--- src/rtl/q4sd_pkg.sv ---
`default_nettype none
package q4sd_pkg;

  // Width of one exact Jacobian entry: 33-bit difference times 17-bit factor, summed.
  localparam int unsigned JW = 52;
  // Width of the exact determinant.
  localparam int unsigned DW = 104;
  // Width of the derivative numerators.
  localparam int unsigned NW = 72;
  // Scaled dividend: magnitude shifted by 32 plus half the divisor.
  localparam int unsigned SW = 106;
  // Quotient bits kept for saturation.
  localparam int unsigned QW = 34;

  // States of the back part.
  typedef enum logic [1:0] {ST_IDLE, ST_NUM, ST_DIV, ST_OUT} q4sd_state_e;

  // Request passed from the front part to the back part.
  typedef struct packed {
    logic               bad;
    logic signed [16:0] p;
    logic signed [16:0] q;
    logic signed [16:0] r;
    logic signed [16:0] s;
    logic signed [JW-1:0] j00;
    logic signed [JW-1:0] j01;
    logic signed [JW-1:0] j10;
    logic signed [JW-1:0] j11;
    logic signed [DW-1:0] det;
  } q4sd_req_t;

  // One result row.
  typedef struct packed {
    logic [1:0]  node_index;
    logic [14:0] shape_value;
    logic [31:0] dn_dx;
    logic [31:0] dn_dy;
    logic [63:0] jacobian_det;
    logic        bad_geometry;
    logic        last_row;
  } q4sd_row_t;

endpackage
`default_nettype wire

--- src/rtl/q4sd_queue.sv ---
`default_nettype none
// Two-entry queue that lets the front and back parts stall on their own.
module q4sd_queue (
  input  wire logic              clk_i,
  input  wire logic              rst_ni,
  input  wire logic              wr_valid_i,
  output logic                   wr_ready_o,
  input  wire q4sd_pkg::q4sd_req_t wr_data_i,
  output logic                   rd_valid_o,
  input  wire logic              rd_ready_i,
  output q4sd_pkg::q4sd_req_t    rd_data_o
);
  q4sd_pkg::q4sd_req_t mem_q [2];
  logic wp_q, rp_q;
  logic [1:0] cnt_q;
  logic wr, rd;

  assign wr_ready_o = (cnt_q != 2'd2);
  assign rd_valid_o = (cnt_q != 2'd0);
  assign wr = wr_valid_i && wr_ready_o;
  assign rd = rd_valid_o && rd_ready_i;
  assign rd_data_o = mem_q[rp_q];

  // Pointers and fill count.
  always_ff @(posedge clk_i or negedge rst_ni) begin
    if (!rst_ni) begin
      wp_q <= 1'b0;
      rp_q <= 1'b0;
      cnt_q <= 2'd0;
    end else begin
      if (wr) wp_q <= ~wp_q;
      if (rd) rp_q <= ~rp_q;
      cnt_q <= cnt_q + 2'(wr) - 2'(rd);
    end
  end

  // Storage.
  always_ff @(posedge clk_i) begin
    if (wr) mem_q[wp_q] <= wr_data_i;
  end
endmodule
`default_nettype wire

--- config.mk ---
export PLATFORM = sky130hd
export DESIGN_NAME = q4sd_queue
export DESIGN_NICKNAME = d
export VERILOG_FILES = /design/src/rtl/q4sd_pkg.sv /design/src/rtl/q4sd_queue.sv
export SDC_FILE = /design/constraint.sdc
export NUM_CORES = 1
export LEC_CHECK = 0
export BUFFER_PORTS_ARGS = -buffer_cell sky130_fd_sc_hd__buf_4
export CAP_MARGIN = 20
export CORE_AREA = 2 2 299 301
export CTS_CLUSTER_DIAMETER = 40
export DETAILED_ROUTE_END_ITERATION = 8
export DIE_AREA = 0 0 301 303
export GPL_TIMING_DRIVEN = 0
export MAX_ROUTING_LAYER = met4
export SYNTH_ARGS = -nofsm -noshare
export SYNTH_HDL_FRONTEND = slang
export SYNTH_SLANG_ARGS = --single-unit
--- constraint.sdc ---
create_clock -name clk_i -period 35.1 [get_ports clk_i]
set_clock_uncertainty 0.1 [all_clocks]
set_input_delay 1.755 -clock clk_i [delete_from_list [all_inputs] [get_ports clk_i]]
set_output_delay 1.755 -clock clk_i [all_outputs]
set_load 0.005 [all_outputs]
==> results of run 1 <==
## per-stage QoR
step | total power, mW | hold slack (ps) | util (%) | cells
2_1_floorplan | 1.94 | 361 | - | 1203
3_3_place_gp | 2.53 | 375 | 40.3 | 3135
3_5_place_dp | 2.39 | 432 | 40.8 | 3156
4_1_cts | 3.54 | 452 | 45.2 | 3362
5_1_grt | 3.64 | 473 | 45.3 | 3368
6_report | 3.49 | 442 | 45.3 | 3368
## state kept, by name, indices dropped and copies added (netlist names)
register	cells
cnt_q	2
mem_q	762
rp_q	1
wp_q	1
## cells in the final DEF, fill, tap and decap left out, drive strengths merged
cell type,instances
buf,831
edfxtp,762
mux2,381
clkbuf,118
clkinv,30
inv,24
clkinvlp,18
bufinv,17
diode,6
dfrtp,4
xnor2,3
ha,2
or2,1
and2,1
nand2b,1
nand2,1
and3,1
nor2,1
xor2,1
## worst register-to-register path, stage by stage (launching register included)
cell      delay, ps
dfrtp_1         400
nand2b_1        140
nand2_1         160
nor2_4          320
buf_12          260
buf_12          230
buf_12          260
buf_12          250
buf_12          240
buf_12          230
## cell type report
class                           instances  area [µm²]  area share, %
Multi-Input combinational cell        393        4770           12.0
Buffer                                 43         480           1.21
Timing Repair Buffer                  788        6230           15.6
Inverter                                1        3.75        0.00943
Clock inverter                         88        1050           2.64
Tap cell                             1165        1460           3.66
Antenna cell                            6        15.0         0.0377
Sequential cell                       766       23000           57.7
Clock buffer                          118        2830           7.10
## cell families after synthesis
| group | Yosys count |
|---|---|
| multiplexers | 381 |
| XOR/XNOR | 4 |
| adder cells (fa/ha/maj) | 2 |
| flip-flops | 766 |
| AND/OR/NAND/NOR | 6 |
| buffers and inverters | 44 |
## worst paths after layout
kind,end,cells past startpoint
max in group asynchronous,cnt_q[0],1
min in group asynchronous,wp_q,1
worst max register to register,mem_q[0][312],9
worst min register to register,cnt_q[0],1
worst min-delay path,cnt_q[0],1
worst max-delay path,rd_data_o[358],5
## power groups by stage
stage / logic [mW] / clock network (mW) / registers [mW]
floorplan: 0.516 / 0 / 1.42
global placement: 1.03 / 0 / 1.50
detailed placement: 1.08 / 0 / 1.31
CTS: 1.09 / 1.17 / 1.29
global route: 1.13 / 1.20 / 1.31
finish: 1.06 / 1.14 / 1.29
## metal layers
layer	vias to the layer above	global-route usage, %
li1	6675	-
met1	7457	16.1
met2	518	26.3
met3	121	4.79
met4	0	6.67
met5	-	-
==> reports/qor.txt, run 1 <==
share of cells above drive strength 1: 62.1%
cell chain of the critical path: buf_4, buf_6, buf_6, mux2_1, buf_4
Pre-Repair DR Iteration Count: 4
worst setup margin: 31060 ps
vias in the first global route: 15800
Post-CTS Hold Buffers: 0
Max-Cap Viols: 0
FFs w/ async S/R, synth: 0.522%
ys flop type: edfxtp_1
Max Clock Freq: 247 MHz
IR drop worst, VDD: 0.0000763 V
post-synthesis mux area share: 16.5%
Int Power: 2.53 mW
startpoint types: flip-flop
total gr overflow: 0
share of the synthesized area in the top cell type: 81.1%
Buf+Inv Stages, Crit Path: 4
metal2 WL: 38100 µm
RSZ-0062 raised after global routing: no
Register-to-Register Setup Slack: 32190 ps
Synth Net Count: 1590
DRT Wirelength: 71300 µm
Post-Synth XOR/XNOR Area: 0.124%
headroom to the max-slew limit: 58.1%
origin of the worst setup path: rp_q
P_leak: 15.1 nW
Simple-Gate Fraction of Synth Area: 0.115%
met1 wire length: 25400 µm
Longest Clk Path Bufs: 3
sequential share of the synthesized area: 81.4%
die area: 0.0912 mm²
WS Path Type: reg2out
RR Startpoint: cnt_q[1]
area delta synth->final: 41.1%
#FFs+latches synth: 766
Final Hold Violating Endpoints: 0
Worst EP required: 33240 ps
initial DRC count: 806
Final Wtd Congestion: 0.787
Inserted Clock Buffers: 109
post_cts resized: 0
Synth top cells by count: edfxtp_1, mux2_2, mux2_4
Rows: 109
io pins: 768
clock sinks: 766
post-route antenna net violation count: 0
Tightest Pin Transition: 628 ps
Tmin final: 4040 ps
CP arrival: 2190 ps
P per Cell Area: 87.6 mW/mm²
max incr delay on CP: 390 ps
Avg Cell Area, Syn: 23.5 µm²
Crit-path slowest cell: mux2_1
Cell Area, Synth: 0.0282 mm²
global-route wire length before repair: 99500 µm
final instance area: 0.0398 mm²
sw frac: 27.3%
CTS tree: built
worst hold start: cnt_q[0]
CTS Root Buffer Type: clkbuf_16
setup TNS: 0 ps
Post-CTS Setup Repair Bufs: 0
Reg power frac: 36.9%
die width: 301 µm
Nets: 2489
area leader, netlist: edfxtp_1
Synth area leaders: edfxtp_1, mux2_2, mux2_4, mux2_1, buf_6
height of the die: 303 µm
largest family of logic cells by synthesized area: multiplexers
part of the cycle the worst path needs: 11.5%
largest net degree at the start of global routing: 64
routed vias/inst: 4.39
Netlist cell types: 17
power share of the clock group: 32.7%
GRT Resource Usage Total: 15.3%
CP Max Fanout: 10
Starting Density: 32.1%
dpl cell area: 0.0359 mm²
Combinational Power Share: 30.4%
DR DRC count: 0
met3 routed WL: 5620 µm
final setup fails: 0
yosys synthesis warning count: 0
Post-DP HPWL: 51900 µm
Sw Pwr: 0.952 mW
Synth Area in Adders: 0.0887%
Mapped Cells: 1203
fillers: 7578
core box area: 0.0880 mm²
clk_lat worst skew: 660 ps
number of flops mapped to enable cells by yosys: 762
wire per inst: 21.2 µm
IO Port Bufs: 767
top-count cell post-synth: edfxtp_1
crit-path leading delay family: buffers and inverters
pre-CTS setup slack: 30890 ps
DR vias: 14800
Synth Area in Compound Gates: 0%
CP Capture Type: primary output
clk slew on worst S/H paths: 50 ps
antenna violations before repair: 6
result of the run: complete, no violations
count of pins over their slew limit: 0
htree depth: 3
top layer in use: met4
Hold Crit Class: reg2reg
Power figures use the tool's default switching activity.
==> run 2: changes to the inputs <==
clock period = 3.85 ns   (was 35.1 ns; I/O delays follow)
==> run 2 against run 1 <==
  * Die area stayed put
  * Cell count rose by 11%
  * First-iteration DRC count fell by 13%
  * Sequential power increased to 9.1 times the previous value
  * Global-route usage up 1.3 points
  * Critical endpoint is now mem_q[1][154]
  * Setup slack lost 30000 ps
  * Design area rose by 8.8%
==> reports/qor.txt, run 2 (synthesis results as in run 1) <==
largest net degree at the start of global routing: 67 (was 64)
Pre-Repair DR Iteration Count: 4 (unchanged)
setup TNS: 0 ps (unchanged)
IR drop worst, VDD: 0.000485 V (was 0.0000763 V)
Longest Clk Path Bufs: 3 (unchanged)
clock sinks: 766 (unchanged)
FF/Latch Area: 0.0230 mm² (unchanged)
Final Wtd Congestion: 0.798 (was 0.787)
final setup fails: 0 (unchanged)
IO Port Bufs: 767 (unchanged)
WS Path Type: reg2reg (was reg2out)
height of the die: 303 µm (unchanged)
die width: 301 µm (unchanged)
Max Clock Freq: 337 MHz
DR DRC count: 0 (unchanged)
Post-CTS Hold Buffers: 385 (was 0)
Post-Route Utilization: 49.2% (was 45.3%)
Tmin final: 2960 ps
fillers: 7222 (was 7578)
share of cells above drive strength 1: 52.3% (was 62.1%)
io pins: 768 (unchanged)
dpl cell area: 0.0359 mm² (about the same)
Biggest register: mem_q (unchanged)
Worst EP required: 4060 ps (was 33240 ps)
vias in the first global route: 18000 (was 15800)
result of the run: complete, no violations (unchanged)
met3 routed WL: 5110 µm (was 5620 µm)
headroom to the max-slew limit: 54.6% (was 58.1%)
Tightest Pin Transition: 681 ps (was 628 ps)
most frequent cells in the layout: buf_4, edfxtp_1, dlygate4sd3_1 (was buf_4, edfxtp_1, mux2_2)
Rows: 109 (unchanged)
RSZ-0062 raised after global routing: no (unchanged)
antenna violations before repair: 7 (was 6)
initial DRC count: 701 (was 806)
cell chain of the critical path: nand2b_1, and3_4, buf_16, buf_16, buf_16, buf_12 (was buf_4, buf_6, buf_6, mux2_1, buf_4)
Register-to-Register Setup Slack: 890 ps (was 32190 ps)
Post-DP HPWL: 54200 µm (was 51900 µm)
CP Max Fanout: 58 (was 10)
max incr delay on CP: 660 ps (was 390 ps)
Max-Cap Viols: 0 (unchanged)
CTS Root Buffer Type: clkbuf_16 (unchanged)
post-route antenna net violation count: 0 (unchanged)
P per Cell Area: 725 mW/mm² (was 87.6 mW/mm²)
Inserted Clock Buffers: 104 (was 109)
startpoint types: flip-flop (unchanged)
area of the multi-input gates: 0.00477 mm² (about the same)
Largest register FFs: 762 (unchanged)
global-route wire length before repair: 109000 µm (was 99500 µm)
CP Capture Type: flip-flop (was primary output)
CTS tree: built (unchanged)
met1 wire length: 28200 µm (was 25400 µm)
die area: 0.0912 mm² (unchanged)
metal2 WL: 40400 µm (was 38100 µm)
P_leak: 16.5 nW (was 15.1 nW)
total power: 31.4 mW (was 3.49 mW)
Post-CTS Setup Repair Bufs: 0 (unchanged)
part of the cycle the worst path needs: 77.0%
origin of the worst setup path: cnt_q[1] (was rp_q)
DR vias: 16300 (was 14800)
CP arrival: 3170 ps (was 2190 ps)
Post-Layout Cell Count: 3742 (was 3368)
Crit-path slowest cell: and3_4 (was mux2_1)
clk slew on worst S/H paths: 60 ps (was 50 ps)
crit-path most repeated cell: buf_16
Nets: 2869 (was 2489)
final instance area: 0.0433 mm² (was 0.0398 mm²)
top layer in use: met4 (unchanged)
leading cell type in the layout, fill and taps excluded: buf_4 (unchanged)
DRT Wirelength: 76400 µm (was 71300 µm)
Top Registers: mem_q (762), cnt_q (2) (unchanged)
Placed Cells: 3156 (unchanged)
clk_lat worst skew: 640 ps (was 660 ps)
Starting Density: 32.1% (unchanged)
GRT Resource Usage Total: 16.6% (was 15.3%)
core box area: 0.0880 mm² (unchanged)
htree depth: 3 (unchanged)
Hold Crit Class: in2reg (was reg2reg)
worst hold start: wr_data_i[243] (was cnt_q[0])
post_cts resized: 0 (unchanged)
wire per inst: 20.4 µm (was 21.2 µm)
routed vias/inst: 4.36 (was 4.39)
area delta synth->final: 53.4% (was 41.1%)
count of pins over their slew limit: 0 (unchanged)
Final Hold Violating Endpoints: 0 (unchanged)
RR Startpoint: cnt_q[1] (unchanged)
total gr overflow: 0 (unchanged)
run 2: cell count changes in the layout (fill, tap and decap cells not counted), sizes merged:
cell         delta
dlygate4sd3   +385
bufinv          -7
inv             -6
clkinv          +5
clkinvlp        -4
diode           +1
run 2: power by group:
group / internal [mW] / switching, mW
registers: 11.4 / 0.382
clock network: 5.78 / 3.67
logic: 5.48 / 4.73
run 2: path summary, 6_finish.rpt:
path / endpoint / cells after the start
worst max register to register: mem_q[1][154] / 6
worst max-delay path: mem_q[1][154] / 6
max in group asynchronous: cnt_q[0] / 3
worst min register to register: cnt_q[0] / 1
min in group asynchronous: wp_q / 3
worst min-delay path: mem_q[0][243] / 2
run 2: area by class of cell:
class,count,area share [%]
Antenna cell,7,0.0404
Buffer,43,1.11
Clock buffer,118,6.23
Clock inverter,76,1.83
Inverter,1,0.00867
Multi-Input combinational cell,393,11.0
Sequential cell,766,53.1
Tap cell,1165,3.37
Timing Repair Buffer,1173,23.3
run 2: layer usage:
metal  global-route usage (%)  vias up
met5                        -        -
met4                     7.17        0
met3                     5.08      167
met2                     28.8      573
met1                     17.4     8128
li1                         -     7437
run 2: worst max-delay path, delay by kind of cell, from the launching register on:
| family | cells | cell delay [ps] |
|---|---|---|
| flops | 1 | 400 |
| simple gates | 2 | 830 |
| buf+inv | 4 | 1160 |
run 2: stage by stage:
stage	hold WS, ps	worst slack [ps]
final	168	886
after global routing	129	712
after CTS	110	831
after detailed placement	-107	868
after global placement	-109	-5970
after floorplan	-203	-2930
==> run 3: changes to the inputs <==
CORE_AREA = 2 2 296 298   (was 2 2 299 301)
DIE_AREA = 0 0 298 300   (was 0 0 301 303)
clock period = 2.5 ns   (was 3.85 ns; I/O delays follow)
==> run 3 against run 2 <==
  * Global-route usage increased by 0.16 points
  * Design area grew 0.44%
  * Sequential share of layout area fell by 0.23 points
  * Sequential power up 53%
  * Largest power group unchanged
==> reports/qor.txt, run 3 (synthesis results as in run 1) <==
DR DRC count: 0 (unchanged)
worst hold start: wr_data_i[251] (was wr_data_i[243])
wire per inst: 20.1 µm (was 20.4 µm)
IO Port Bufs: 767 (unchanged)
share of cells above drive strength 1: 52.7% (was 52.3%)
most used routing layer: met2 (unchanged)
Max-Cap Viols: 0 (unchanged)
final instance area: 0.0435 mm² (was 0.0433 mm²)
P_leak: 16.6 nW (was 16.5 nW)
Rows: 108 (was 109)
Final Hold Violating Endpoints: 0 (unchanged)
headroom to the max-slew limit: 67.3% (was 54.6%)
die area: 0.0894 mm² (was 0.0912 mm²)
most frequent cells in the layout: buf_4, edfxtp_1, dlygate4sd3_1 (unchanged)
Max Clock Freq: 427 MHz
GRT Resource Usage Total: 16.7% (was 16.6%)
setup TNS: 0 ps (unchanged)
height of the die: 300 µm (was 303 µm)
vias in the first global route: 18200 (was 18000)
post-route antenna net violation count: 0 (unchanged)
Top Registers: mem_q (762), cnt_q (2) (unchanged)
final setup fails: 0 (unchanged)
Hold Crit Class: in2reg (unchanged)
DR vias: 16400 (was 16300)
total gr overflow: 0 (unchanged)
worst setup margin: 158 ps (was 886 ps)
area delta synth->final: 54.1% (was 53.4%)
Tmin final: 2340 ps
largest net degree at the start of global routing: 58 (was 67)
startpoint types: flip-flop (unchanged)
io pins: 768 (unchanged)
global-route wire length before repair: 109000 µm (about the same)
P per Cell Area: 1120 mW/mm² (was 725 mW/mm²)
hold_ws: 87.8 ps (was 168 ps)
htree depth: 3 (unchanged)
count of pins over their slew limit: 0 (unchanged)
GRT met1 Usage: 17.5% (was 17.4%)
Post-DP HPWL: 52400 µm (was 54200 µm)
Pre-Repair DR Iteration Count: 4 (unchanged)
die width: 298 µm (was 301 µm)
Largest register FFs: 762 (unchanged)
Crit Reg-Reg Endpoint: mem_q[1][100] (was mem_q[1][154])
CTS tree: built (unchanged)
reg2reg path depth: 5 (was 6)
routed vias/inst: 4.39 (was 4.36)
Biggest register: mem_q (unchanged)
WHS Path Cells: 2 (unchanged)
core box area: 0.0862 mm² (was 0.0880 mm²)
Register-to-Register Setup Slack: 160 ps (was 890 ps)
Min-Delay Endpoint: mem_q[1][251] (was mem_q[0][243])
initial DRC count: 789 (was 701)
fillers: 7066 (was 7222)
DRT Wirelength: 75100 µm (was 76400 µm)
met2 global-route usage: 30.0% (was 28.8%)
RR Startpoint: cnt_q[1] (unchanged)
WS Path Type: reg2out (was reg2reg)
CP Capture Type: primary output (was flip-flop)
pre-CTS setup slack: -343 ps (was 868 ps)
dpl cell area: 0.0359 mm² (about the same)
met3 global-route usage: 4.38% (was 5.08%)
CP Max Fanout: 10 (was 58)
IR drop worst, VDD: 0.000645 V (was 0.000485 V)
Tightest Pin Transition: 490 ps (was 681 ps)
clock sinks: 766 (unchanged)
Inserted Clock Buffers: 107 (was 104)
Starting Density: 32.7% (was 32.1%)
Worst EP required: 2280 ps (was 4060 ps)
Nets: 2875 (was 2869)
Final Wtd Congestion: 0.839 (was 0.798)
Longest Clk Path Bufs: 3 (unchanged)
leading cell type in the layout, fill and taps excluded: buf_4 (unchanged)
CP arrival: 2120 ps (was 3170 ps)
part of the cycle the worst path needs: 93.7%
clk slew on worst S/H paths: 50 ps (was 60 ps)
result of the run: complete, no violations (unchanged)
RSZ-0062 raised after global routing: no (unchanged)
clk_lat worst skew: 650 ps (was 640 ps)
CTS Root Buffer Type: clkbuf_16 (unchanged)
antenna violations before repair: 8 (was 7)
## run 3: layout make-up
type | count | area (µm²) | share of cell area [%]
timing repair buffer | 1175 | 10100 | 23.3
antenna | 8 | 20.0 | 0.0460
multi-input combinational | 394 | 4780 | 11.0
tap | 1155 | 1450 | 3.32
inverter | 1 | 3.75 | 0.00863
sequential | 766 | 23000 | 52.8
clock buffer | 117 | 2740 | 6.29
buffer | 43 | 493 | 1.13
clock inverter | 85 | 905 | 2.08
## run 3: how the worst max path moves through the flow
stage / startpoint / end / slack, ps / depth (start not counted)
2_1_floorplan: cnt_q[1] / mem_q[0][0] / -4280 / 3
3_3_place_gp: cnt_q[1] / mem_q[0][132] / -7460 / 3
3_5_place_dp: cnt_q[1] / mem_q[0][163] / -340 / 8
4_1_cts: cnt_q[1] / mem_q[0][163] / -3 / 8
5_1_grt: rp_q / rd_data_o[374] / 4 / 5
6_report: rp_q / rd_data_o[47] / 160 / 5
## run 3: metrics by stage
step	power, mW	utilization [%]	std cells
after floorplan	25.1	-	1203
after global placement	29.4	41.1	3125
after CTS	49.4	50.4	3737
after detailed placement	33.6	41.7	3146
after global routing	50.8	50.5	3744
final	48.7	50.5	3744
## run 3: power breakdown
part / internal (mW) / switching (mW)
clock network: 9.10 / 5.87
logic: 8.49 / 7.16
registers: 17.5 / 0.581
total: 35.1 / 13.6
## run 3: critical path, cell delays in order (launching register included)
cell,delay (ps)
dfrtp_1,330
buf_4,170
buf_6,230
buf_6,240
mux2_4,350
buf_4,140
## run 3: routing by layer
metal	wire length, µm	vias to the layer above
li1	-	7466
met1	27500	8242
met2	40300	548
met3	4610	163
met4	2710	0
met5	0	-
## run 3: timing repair
| item | 4_1_cts | 5_1_grt |
|---|---|---|
| cloned | 1 | 1 |
| setup endpoints to repair | 182 | 55 |
| pin swaps | 2 | 0 |
| hold buffers | 385 | 0 |
| endpoints found under the hold margin | 799 | 0 |
| resized for setup | 5 | 1 |
| buffers inserted | 3 | 0 |
